--- src/hw/rtl/tvp_pkg.sv ---
// Shared constants and types of the trapezoidal velocity profile unit.
// No dependencies.
package tvp_pkg;

  localparam int LEN_W     = 24;
  localparam int ACC_W     = 24;
  localparam int TIME_W    = 32;
  localparam int CFG_IDX_W = 3;

  localparam int SPEED_BITS_DEF     = 24;
  localparam int TIME_FRAC_BITS_DEF = 16;

  localparam int CRUISE_RST = 25600;
  localparam int ACCEL_RST  = 25600;

  typedef enum logic [CFG_IDX_W-1:0] {
    REG_PATH_LENGTH  = 3'd0,
    REG_START_SPEED  = 3'd1,
    REG_END_SPEED    = 3'd2,
    REG_CRUISE_LIMIT = 3'd3,
    REG_ACCEL_LIMIT  = 3'd4
  } cfg_reg_e;

  typedef enum logic [1:0] {
    PH_ACCEL  = 2'd0,
    PH_CRUISE = 2'd1,
    PH_DECEL  = 2'd2,
    PH_DONE   = 2'd3
  } phase_e;

endpackage

--- src/hw/rtl/tvp_deriv.sv ---
// Profile derivation sequencer: shared multiplier, bit-serial divider and square root.
// Depends on tvp_pkg.
module tvp_deriv #(
  parameter int SPEED_BITS     = tvp_pkg::SPEED_BITS_DEF,
  parameter int TIME_FRAC_BITS = tvp_pkg::TIME_FRAC_BITS_DEF
) (
  input  logic                        clk_i,
  input  logic                        rst_ni,
  input  logic                        start_i,
  input  logic [tvp_pkg::LEN_W-1:0]   path_len_i,
  input  logic [SPEED_BITS-1:0]       start_speed_i,
  input  logic [SPEED_BITS-1:0]       end_speed_i,
  input  logic [SPEED_BITS-1:0]       cruise_lim_i,
  input  logic [tvp_pkg::ACC_W-1:0]   accel_i,
  output logic                        busy_o,
  output logic [SPEED_BITS-1:0]       peak_o,
  output logic [tvp_pkg::TIME_W-1:0]  ramp_up_o,
  output logic [tvp_pkg::TIME_W:0]    plateau_end_o,
  output logic [tvp_pkg::TIME_W-1:0]  total_o
);
  import tvp_pkg::*;

  localparam int SB  = SPEED_BITS;
  localparam int TF  = TIME_FRAC_BITS;
  localparam int LAW = LEN_W + ACC_W + 1;
  localparam int XW  = ((2 * SB > LAW) ? 2 * SB : LAW) + 2;
  localparam int SQW = (XW + 1) / 2;
  localparam int MW0 = (SB + 1 > ACC_W + 1) ? SB + 1 : ACC_W + 1;
  localparam int MW  = (MW0 > SQW) ? MW0 : SQW;
  localparam int PW  = 2 * MW;
  localparam int DW  = ACC_W + 1 + SB;
  localparam int NW  = XW + TF;
  localparam int CW  = $clog2(NW + 1);
  localparam int BW  = $clog2(SQW);
  localparam logic [SB-1:0] SPEED_MAX = '1;

  typedef enum logic [14:0] {
    ST_IDLE   = 15'h0001,
    ST_M_LEN  = 15'h0002,
    ST_M_SS   = 15'h0004,
    ST_M_EE   = 15'h0008,
    ST_M_CC   = 15'h0010,
    ST_M_DEN  = 15'h0020,
    ST_DECIDE = 15'h0040,
    ST_SQ_MUL = 15'h0080,
    ST_SQ_CHK = 15'h0100,
    ST_DIV_CR = 15'h0200,
    ST_RU_SET = 15'h0400,
    ST_DIV_RU = 15'h0800,
    ST_RD_SET = 15'h1000,
    ST_DIV_RD = 15'h2000,
    ST_TOTAL  = 15'h4000
  } state_e;

  state_e state_q, state_d;

  logic [MW-1:0]     mul_a, mul_b;
  logic [PW-1:0]     p_q;
  logic [XW-1:0]     x_q, x_d, y_q, y_d;
  logic [SQW-1:0]    res_q, res_d, cand, sq_final;
  logic [BW-1:0]     bit_q, bit_d;
  logic [NW-1:0]     num_q, num_d;
  logic [DW-1:0]     den_q, den_d, rem_q, rem_d;
  logic [TIME_W-1:0] quo_q, quo_d;
  logic              sat_q, sat_d;
  logic [CW-1:0]     cnt_q, cnt_d;

  logic [SB-1:0]     peak_q, peak_d;
  logic [TIME_W-1:0] ru_q, ru_d, ct_q, ct_d, rd_q, rd_d, tot_q, tot_d;
  logic [TIME_W:0]   pe_q, pe_d;

  logic [ACC_W:0]    acc2;
  logic [DW:0]       rem_sh, rem_nx;
  logic              ge, div_last, in_div;
  logic [TIME_W-1:0] quo_nx, div_res;
  logic              sat_nx;
  logic [TIME_W+1:0] sum3;

  assign acc2 = {accel_i, 1'b0};
  assign cand = res_q | (SQW'(1) << bit_q);

  // Shared multiplier operand select
  always_comb begin
    mul_a = '0;
    mul_b = '0;
    unique case (state_q)
      ST_M_LEN: begin
        mul_a = MW'(acc2);
        mul_b = MW'(path_len_i);
      end
      ST_M_SS: begin
        mul_a = MW'(start_speed_i);
        mul_b = MW'(start_speed_i);
      end
      ST_M_EE: begin
        mul_a = MW'(end_speed_i);
        mul_b = MW'(end_speed_i);
      end
      ST_M_CC: begin
        mul_a = MW'(cruise_lim_i);
        mul_b = MW'(cruise_lim_i);
      end
      ST_M_DEN: begin
        mul_a = MW'(acc2);
        mul_b = MW'(cruise_lim_i);
      end
      ST_SQ_MUL: begin
        mul_a = MW'(cand);
        mul_b = MW'(cand);
      end
      default: begin
        mul_a = '0;
        mul_b = '0;
      end
    endcase
  end

  // One restoring divide step per cycle
  assign rem_sh   = {rem_q, num_q[NW-1]};
  assign ge       = rem_sh >= {1'b0, den_q};
  assign rem_nx   = ge ? (rem_sh - {1'b0, den_q}) : rem_sh;
  assign quo_nx   = {quo_q[TIME_W-2:0], ge};
  assign sat_nx   = sat_q | quo_q[TIME_W-1];
  assign div_res  = sat_nx ? '1 : quo_nx;
  assign div_last = (cnt_q == CW'(1));
  assign in_div   = (state_q == ST_DIV_CR) || (state_q == ST_DIV_RU) ||
                    (state_q == ST_DIV_RD);

  assign sq_final = (p_q <= PW'(x_q[XW-1:1])) ? cand : res_q;
  assign sum3     = (TIME_W+2)'(ru_q) + (TIME_W+2)'(ct_q) + (TIME_W+2)'(rd_q);

  always_comb begin
    state_d = state_q;
    x_d = x_q;  y_d = y_q;
    res_d = res_q;  bit_d = bit_q;
    num_d = num_q;  den_d = den_q;  rem_d = rem_q;
    quo_d = quo_q;  sat_d = sat_q;  cnt_d = cnt_q;
    peak_d = peak_q;  ru_d = ru_q;  ct_d = ct_q;  rd_d = rd_q;
    tot_d = tot_q;  pe_d = pe_q;

    if (in_div) begin
      num_d = {num_q[NW-2:0], 1'b0};
      rem_d = rem_nx[DW-1:0];
      quo_d = quo_nx;
      sat_d = sat_nx;
      cnt_d = cnt_q - CW'(1);
    end

    unique case (state_q)
      ST_IDLE:  state_d = ST_IDLE;
      ST_M_LEN: state_d = ST_M_SS;
      ST_M_SS: begin
        x_d     = p_q[XW-1:0];
        state_d = ST_M_EE;
      end
      ST_M_EE: begin
        x_d     = x_q + p_q[XW-1:0];
        state_d = ST_M_CC;
      end
      ST_M_CC: begin
        x_d     = x_q + p_q[XW-1:0];
        state_d = ST_M_DEN;
      end
      ST_M_DEN: begin
        y_d     = {p_q[XW-2:0], 1'b0};
        state_d = ST_DECIDE;
      end
      ST_DECIDE: begin
        if (y_q > x_q) begin
          // Ramps overrun the path: triangle, peak from the square root
          res_d   = '0;
          bit_d   = BW'(SQW - 1);
          state_d = ST_SQ_MUL;
        end else begin
          peak_d = cruise_lim_i;
          if (cruise_lim_i == '0) begin
            ct_d    = (x_q != y_q) ? '1 : '0;
            state_d = ST_RU_SET;
          end else begin
            num_d   = {x_q - y_q, {TF{1'b0}}};
            den_d   = p_q[DW-1:0];
            rem_d   = '0;
            quo_d   = '0;
            sat_d   = 1'b0;
            cnt_d   = CW'(NW);
            state_d = ST_DIV_CR;
          end
        end
      end
      ST_SQ_MUL: state_d = ST_SQ_CHK;
      ST_SQ_CHK: begin
        res_d = sq_final;
        if (bit_q == '0) begin
          peak_d  = (sq_final > SQW'(SPEED_MAX)) ? SPEED_MAX : sq_final[SB-1:0];
          ct_d    = '0;
          state_d = ST_RU_SET;
        end else begin
          bit_d   = bit_q - BW'(1);
          state_d = ST_SQ_MUL;
        end
      end
      ST_DIV_CR: begin
        if (div_last) begin
          ct_d    = div_res;
          state_d = ST_RU_SET;
        end
      end
      ST_RU_SET: begin
        if (start_speed_i >= peak_q) begin
          ru_d    = '0;
          state_d = ST_RD_SET;
        end else begin
          num_d   = {{(XW-SB){1'b0}}, peak_q - start_speed_i, {TF{1'b0}}};
          den_d   = DW'(accel_i);
          rem_d   = '0;
          quo_d   = '0;
          sat_d   = 1'b0;
          cnt_d   = CW'(NW);
          state_d = ST_DIV_RU;
        end
      end
      ST_DIV_RU: begin
        if (div_last) begin
          ru_d    = div_res;
          state_d = ST_RD_SET;
        end
      end
      ST_RD_SET: begin
        if (end_speed_i >= peak_q) begin
          rd_d    = '0;
          state_d = ST_TOTAL;
        end else begin
          num_d   = {{(XW-SB){1'b0}}, peak_q - end_speed_i, {TF{1'b0}}};
          den_d   = DW'(accel_i);
          rem_d   = '0;
          quo_d   = '0;
          sat_d   = 1'b0;
          cnt_d   = CW'(NW);
          state_d = ST_DIV_RD;
        end
      end
      ST_DIV_RD: begin
        if (div_last) begin
          rd_d    = div_res;
          state_d = ST_TOTAL;
        end
      end
      ST_TOTAL: begin
        tot_d   = (sum3[TIME_W+1:TIME_W] != 2'b00) ? '1 : sum3[TIME_W-1:0];
        pe_d    = {1'b0, ru_q} + {1'b0, ct_q};
        state_d = ST_IDLE;
      end
      default: state_d = ST_IDLE;
    endcase

    // A new register write restarts the derivation
    if (start_i) begin
      state_d = ST_M_LEN;
    end
  end

  always_ff @(posedge clk_i or negedge rst_ni) begin
    if (!rst_ni) begin
      state_q <= ST_IDLE;
      peak_q  <= '0;
      ru_q    <= '0;
      ct_q    <= '0;
      rd_q    <= '0;
      tot_q   <= '0;
      pe_q    <= '0;
    end else begin
      state_q <= state_d;
      peak_q  <= peak_d;
      ru_q    <= ru_d;
      ct_q    <= ct_d;
      rd_q    <= rd_d;
      tot_q   <= tot_d;
      pe_q    <= pe_d;
    end
  end

  always_ff @(posedge clk_i) begin
    p_q   <= PW'(mul_a) * PW'(mul_b);
    x_q   <= x_d;
    y_q   <= y_d;
    res_q <= res_d;
    bit_q <= bit_d;
    num_q <= num_d;
    den_q <= den_d;
    rem_q <= rem_d;
    quo_q <= quo_d;
    sat_q <= sat_d;
    cnt_q <= cnt_d;
  end

  assign busy_o        = (state_q != ST_IDLE);
  assign peak_o        = peak_q;
  assign ramp_up_o     = ru_q;
  assign plateau_end_o = pe_q;
  assign total_o       = tot_q;

endmodule

--- config.mk ---
export PLATFORM = sky130hd
export DESIGN_NAME = tvp_deriv
export DESIGN_NICKNAME = d
export VERILOG_FILES = /design/src/hw/rtl/tvp_pkg.sv /design/src/hw/rtl/tvp_deriv.sv
export SDC_FILE = /design/constraint.sdc
export NUM_CORES = 2
export LEC_CHECK = 0
export ABC_AREA = 1
export BUFFER_PORTS_ARGS = -buffer_cell sky130_fd_sc_hd__clkbuf_2
export CAP_MARGIN = 20
export CELL_PAD_IN_SITES_DETAIL_PLACEMENT = 1
export CELL_PAD_IN_SITES_GLOBAL_PLACEMENT = 1
export CORE_MARGIN = 2
export CORE_UTILIZATION = 52
export CTS_CLUSTER_SIZE = 30
export DETAILED_ROUTE_END_ITERATION = 10
export PLACE_DENSITY_LB_ADDON = 0.1
export SYNTH_ARGS = -nofsm -noshare
export SYNTH_HDL_FRONTEND = slang
export SYNTH_SLANG_ARGS = --single-unit
--- constraint.sdc ---
create_clock -name clk_i -period 16.1 [get_ports clk_i]
set_input_delay 0.805 -clock clk_i [delete_from_list [all_inputs] [get_ports clk_i]]
set_output_delay 0.805 -clock clk_i [all_outputs]
set_load 0.05 [all_outputs]
Word-level counts from Yosys, hierarchy flattened
Cells that the tools add are included.
{ "word_totals": {"output_inout_bits": 122, "in_bits": 123, "ff_bits": 589, "word_cells": 164} }
{ "classes": {"eq_ne": 33, "shift": 1, "n_reduce_logical": 22, "order_cmp": 6, "bitwise_logic": 2, "mux": 71, "multipliers": 1, "add_sub_neg": 10} }
{ "op_table": {"columns": ["cell", "count"], "rows": [
  ["$mux W49", 10],
  ["$mux W32", 14],
  ["$mux W67", 5],
  ["$pmux W49 S3", 2],
  ["$pmux W26 S5", 2],
  ["$pmux W67 S3", 1],
  ["$pmux W15 S13", 1],
  ["$pmux W32 S3", 2],
  ["$pmux W32 S2", 2],
  ["$pmux W51 S2", 1],
  ["$mux W15", 5],
  ["$mux W24", 3],
  ["$add A32 B32 Y33", 2],
  ["$le A52 B50 Y1", 1],
  ["$mul A26 B26 Y52", 1],
  ["$mux W26", 2],
  ["$pmux W26 S2", 1],
  ["$add A51 B51 Y51", 1],
  ["$gt A51 B51 Y1", 1],
  ["$ne A51 B51 Y1", 1],
  ["$sub A51 B51 Y51", 1],
  ["$ge A50 B49 Y1", 1],
  ["$sub A49 B49 Y49", 1],
  ["$ge A24 B24 Y1", 2],
  ["44 further kinds", 83]
]} }

Logic depth before layout (Yosys ltp)
{ "depth": {"depth_word": 7, "mapped_depth": 42, "depth_no_buf": 40} }

Worst setup path after synthesis
No wires, ideal clock.
{ "synth_path": {"path_type": "reg-to-reg", "start": "register state_q[8]", "end": "register p_q[35]", "setup_ps": 121, "t_required_ps": 15979, "arrival_time_ps": 7283, "period_less_slack_ps": 7403, "setup_slack_ps": 8697, "path_stages_with_launch": 37, "cell_sequence": "dfrtp_1 > nor2_1 > nand2_2 > nor2_8 > nand2_4 > inv_2 > nand2_4 > nand2_4 > inv_4 > buf_6 > o211ai_4 > buf_4 > nand2_1 > fa_1 > inv_1 > fa_1 > inv_1 > fa_1 > inv_1 > fa_1 > inv_1 > fa_1 > inv_1 > fa_1 > inv_1 > fa_1 > inv_1 > ha_1 > nand2_1 > nor2_1 > inv_1 > nor3_1 > and3_1 > a21oi_1 > o21ai_0 > a21oi_1 > xnor2_1"} }
{ "synth_between": {"elab_chain_cells": 4, "word_cells_on_any_way": 11, "classes_between": "1 x mul; 6 x eq/ne; 2 x mux; 2 x reduce/logical"} }
{ "synth_lines": {"columns": ["element", "line", "text"], "rows": [
  ["start, declared", "tvp_deriv.sv:55", "state_e state_q, state_d;"],
  ["start signal, assigned", "tvp_deriv.sv:272", "state_q <= state_d;"],
  ["$eq A15 B6 Y1, or another cell as far along", "tvp_deriv.sv:86", "unique case (state_q)"],
  ["$reduce_or A2 Y1 (no line)", null, null],
  ["$pmux W26 S5", "tvp_deriv.sv:86", null],
  ["$mul A26 B26 Y52 (*)", "tvp_deriv.sv:283", "p_q <= PW'(mul_a) * PW'(mul_b);"],
  ["end signal, assigned", "tvp_deriv.sv:283", null],
  ["end, declared", "tvp_deriv.sv:58", "logic [PW-1:0] p_q;"]
]} }
Mark *: on every way between the ends. The rest lies on a longest branch, timed or not.
A chain may end at the register's enable or synchronous reset.

Final worst setup path
{ "layout_path": {"start": "register state_q[9]", "end": "register p_q[46]"} }
The elaborated chain is that of the path after synthesis.

==> metrics.csv <==
metric;value;unit
outcome;completed;
Port Buf Inserts;244;
largest net degree at the start of global routing;81;
dpl ws;6.90;ns
setup TNS;0;ns
Max Cap Viol;0;
DP Area;70700;um^2
final routed DRC violation total;0;
largest cells by area after synthesis;fa_1 18%, nand2_1 12%, inv_1 9.9%;
drt total wl;311000;um
Ports;245;
Final Max Tran Viols;0;
Site Rows;132;
met1 Resource Use GR;0.564;
Hold Crit Class;in -> async;
Routability Congestion;1.10;
Cell Pwr Density;75.7;nW/um^2
setup ws final;6.32;ns
die area;134000;um^2
initial antenna violation count;13;
Syn Inst Count;9326;
Num CTS Buffers;74;
postcts setup bufs;0;
Seq cells post-synth;589;
Final Total Pwr;5.56;mW
First-pass DRT Iterations;8;
period utilization;0.608;
synth warn;0;
CP startpoint kind;register;
GR Util met3;0.146;
Synth area leader;fa_1;
CP arrival;10.39;ns
PostCTS Resize Cnt;0;
vias;68800;
RSZ-0062 raised after global routing;false;
Slew @ Worst Pin;1.21;ns
global routing's busiest layer;met2;
final instance area;73400;um^2
CTS tree;yes;
vias in the first global route;72800;
Synth Area per Inst;7.32;um^2
vias per cell;6.12;
drt wl/cell;27.6;um
Layout area overhead;7.57;%
remaining antenna violation count after routing;0;
Slew headroom;0.192;
DP HPWL;252000;um
VDD IR max;0.0815;mV
GRT Overall Usage;0.456;
H-tree Lvls;3;
crit-path max FO;21;
crit path time final;9.78;ns
Synth Cell Area;68200;um^2
FMAX;102;MHz
DR iter-0 viols;7003;
Seq/Total Area, Yosys;0.214;
max incr delay on CP;0.69;ns
CTS root buffer;clkbuf_16;
Worst Skew;0.0426;ns
EDFF count, synth;181;
CP Capture Type;register;
first-pass GRT wire length;458000;um
count of final hold-check violations;0;
setup violation total in the final timing report;0;
share of cells above drive strength 1;0.0697;
slowest CP cell;nor2_4;
Longest Clk Path Bufs;3;
Top FF cell, synth;dfxtp_1;
fin nets;10700;
Die Y;366;um
crit path kind;reg -> reg;
global-route met2 utilization;0.688;
CTS hold repair buffers;0;
worst hold margin;0.0705;ns
Top delay family on crit path;adder cells;
Data required, critical path;16.71;ns
global route overflow;0;
Die W;366;um
Clk Latency, worst-skew pair;0.71;ns
Async SR Flop Fraction;0.340;
clk slew on worst S/H paths;0.06;ns
Initial Util;0.526;
syn_nets;10600;
Core Box Area;130000;um^2
worst path bufs/invs;10;
LEAKAGE;38.7;nW
CTS sink cnt;589;
post-synth top area share;0.180;
Netlist cell types;69;
## layout make-up
type                       instances  area, um^2
sequential                       589       14600
inverter                        1846        6940
timing repair buffer             306        1770
fill                           16800       56400
clock buffer                     103        2180
tap                             1742        2180
clock inverter                    33         400
multi-input combinational       6620       45300
antenna                            9        22.5
## cell usage in the layout (no fill, tap or decap), types with 20 or more instances in the layout
cell type and n:
a21o_1 57, xnor2_1 102, dfxtp_1 208, o22ai_1 42, nor2_1 834, inv_2 31, or2_2 42, nor4_1 20
a31oi_1 64, o21a_1 40, buf_4 58, a21oi_1 509, ha_1 508, edfxtp_1 181, nand4_1 84, xor2_1 106
nor3_1 71, fa_1 613, clkbuf_16 78, dfrtp_1 199, nand2_1 2229, nand3b_1 20, inv_1 1805, o21bai_1 76
nand3_1 418, o21ai_0 484, a21oi_2 50, o211ai_1 46, clkbuf_2 243
## report_power, final
group / internal (mW) / total, mW / switching (mW)
sequential: 1.62 / 1.77 / 0.153
combinational: 0.607 / 1.97 / 1.36
clock: 1.05 / 1.82 / 0.768
## through the flow
| stage | util | std cells |
|---|---|---|
| 2_1_floorplan | - | 9326 |
| 3_3_place_gp | 0.545 | 11100 |
| 3_5_place_dp | 0.545 | 11100 |
| 4_1_cts | 0.565 | 11200 |
| 5_1_grt | 0.565 | 11200 |
| 6_report | 0.565 | 11200 |
## logic make-up (layout without fill, tap and decap cells)
logic type                 Yosys count  count (layout)  share of synthesized area
xor gates and xnor gates           208             208                     0.0267
buffers and inverters             2117            2288                      0.123
adders and majority gates         1121            1121                      0.273
DFF                                589             589                      0.214
AOI/OAI and AO/OA                 1475            1475                      0.131
other                                0               9                          0
and+or+nand+nor                   3803            3803                      0.231
muxes                               13              13                    0.00191
## path summary, 6_finish.rpt
kind / cells past startpoint / slack (ns) / start / end
worst max-delay path: 34 / 6.32 / state_q[9]$_DFFE_PN0P_ / p_q[46]$_DFF_P_
worst min-delay path: 1 / 0.07 / rst_ni / total_o[23]$_DFFE_PN0N_
min in group clk_i: 1 / 0.29 / start_i / state_q[1]$_DFFE_PN0P_
max in group asynchronous: 4 / 13.98 / rst_ni / state_q[0]$_DFFE_PN1P_
worst min register to register: 2 / 0.47 / num_q[0]$_DFF_P_ / num_q[0]$_DFF_P_
worst max register to register: 34 / 6.32 / state_q[9]$_DFFE_PN0P_ / p_q[46]$_DFF_P_
## registers in the layout, summed over array words and instances, names as in the netlist
| signal | flops |
|---|---|
| den_q | 49 |
| ct_q | 32 |
| num_q | 67 |
| sat_q | 1 |
| peak_o | 24 |
| quo_q | 32 |
| rem_q | 49 |
| total_o | 32 |
| plateau_end_o | 33 |
| p_q | 52 |
| y_q | 50 |
| state_q | 15 |
| rd_q | 32 |
| bit_q | 5 |
| res_q | 26 |
| cnt_q | 7 |
| x_q | 51 |
| ramp_up_o | 32 |
## synth_stat cells, drive strengths merged (20+ instances only)
| cell type | number |
|---|---|
| nor3 | 75 |
| a21o | 57 |
| clkbuf | 90 |
| o21a | 40 |
| o21ai | 514 |
| nand4 | 84 |
| o21bai | 76 |
| nor2 | 854 |
| inv | 1840 |
| ha | 508 |
| o22ai | 42 |
| xor2 | 106 |
| fa | 613 |
| edfxtp | 181 |
| nor4 | 22 |
| dfrtp | 199 |
| xnor2 | 102 |
| o221ai | 30 |
| buf | 181 |
| nand2 | 2250 |
| nand3b | 20 |
| nand3 | 428 |
| dfxtp | 208 |
| a21oi | 559 |
| or2 | 44 |
| o211ai | 55 |
| a31oi | 64 |
## routing by layer
layer,up-vias,wire [um]
li1,29500,-
met1,34100,118000
met2,3911,134000
met3,1212,35800
met4,12,23200
met5,-,88
Note: power is estimated with default switching activity, not from simulation.
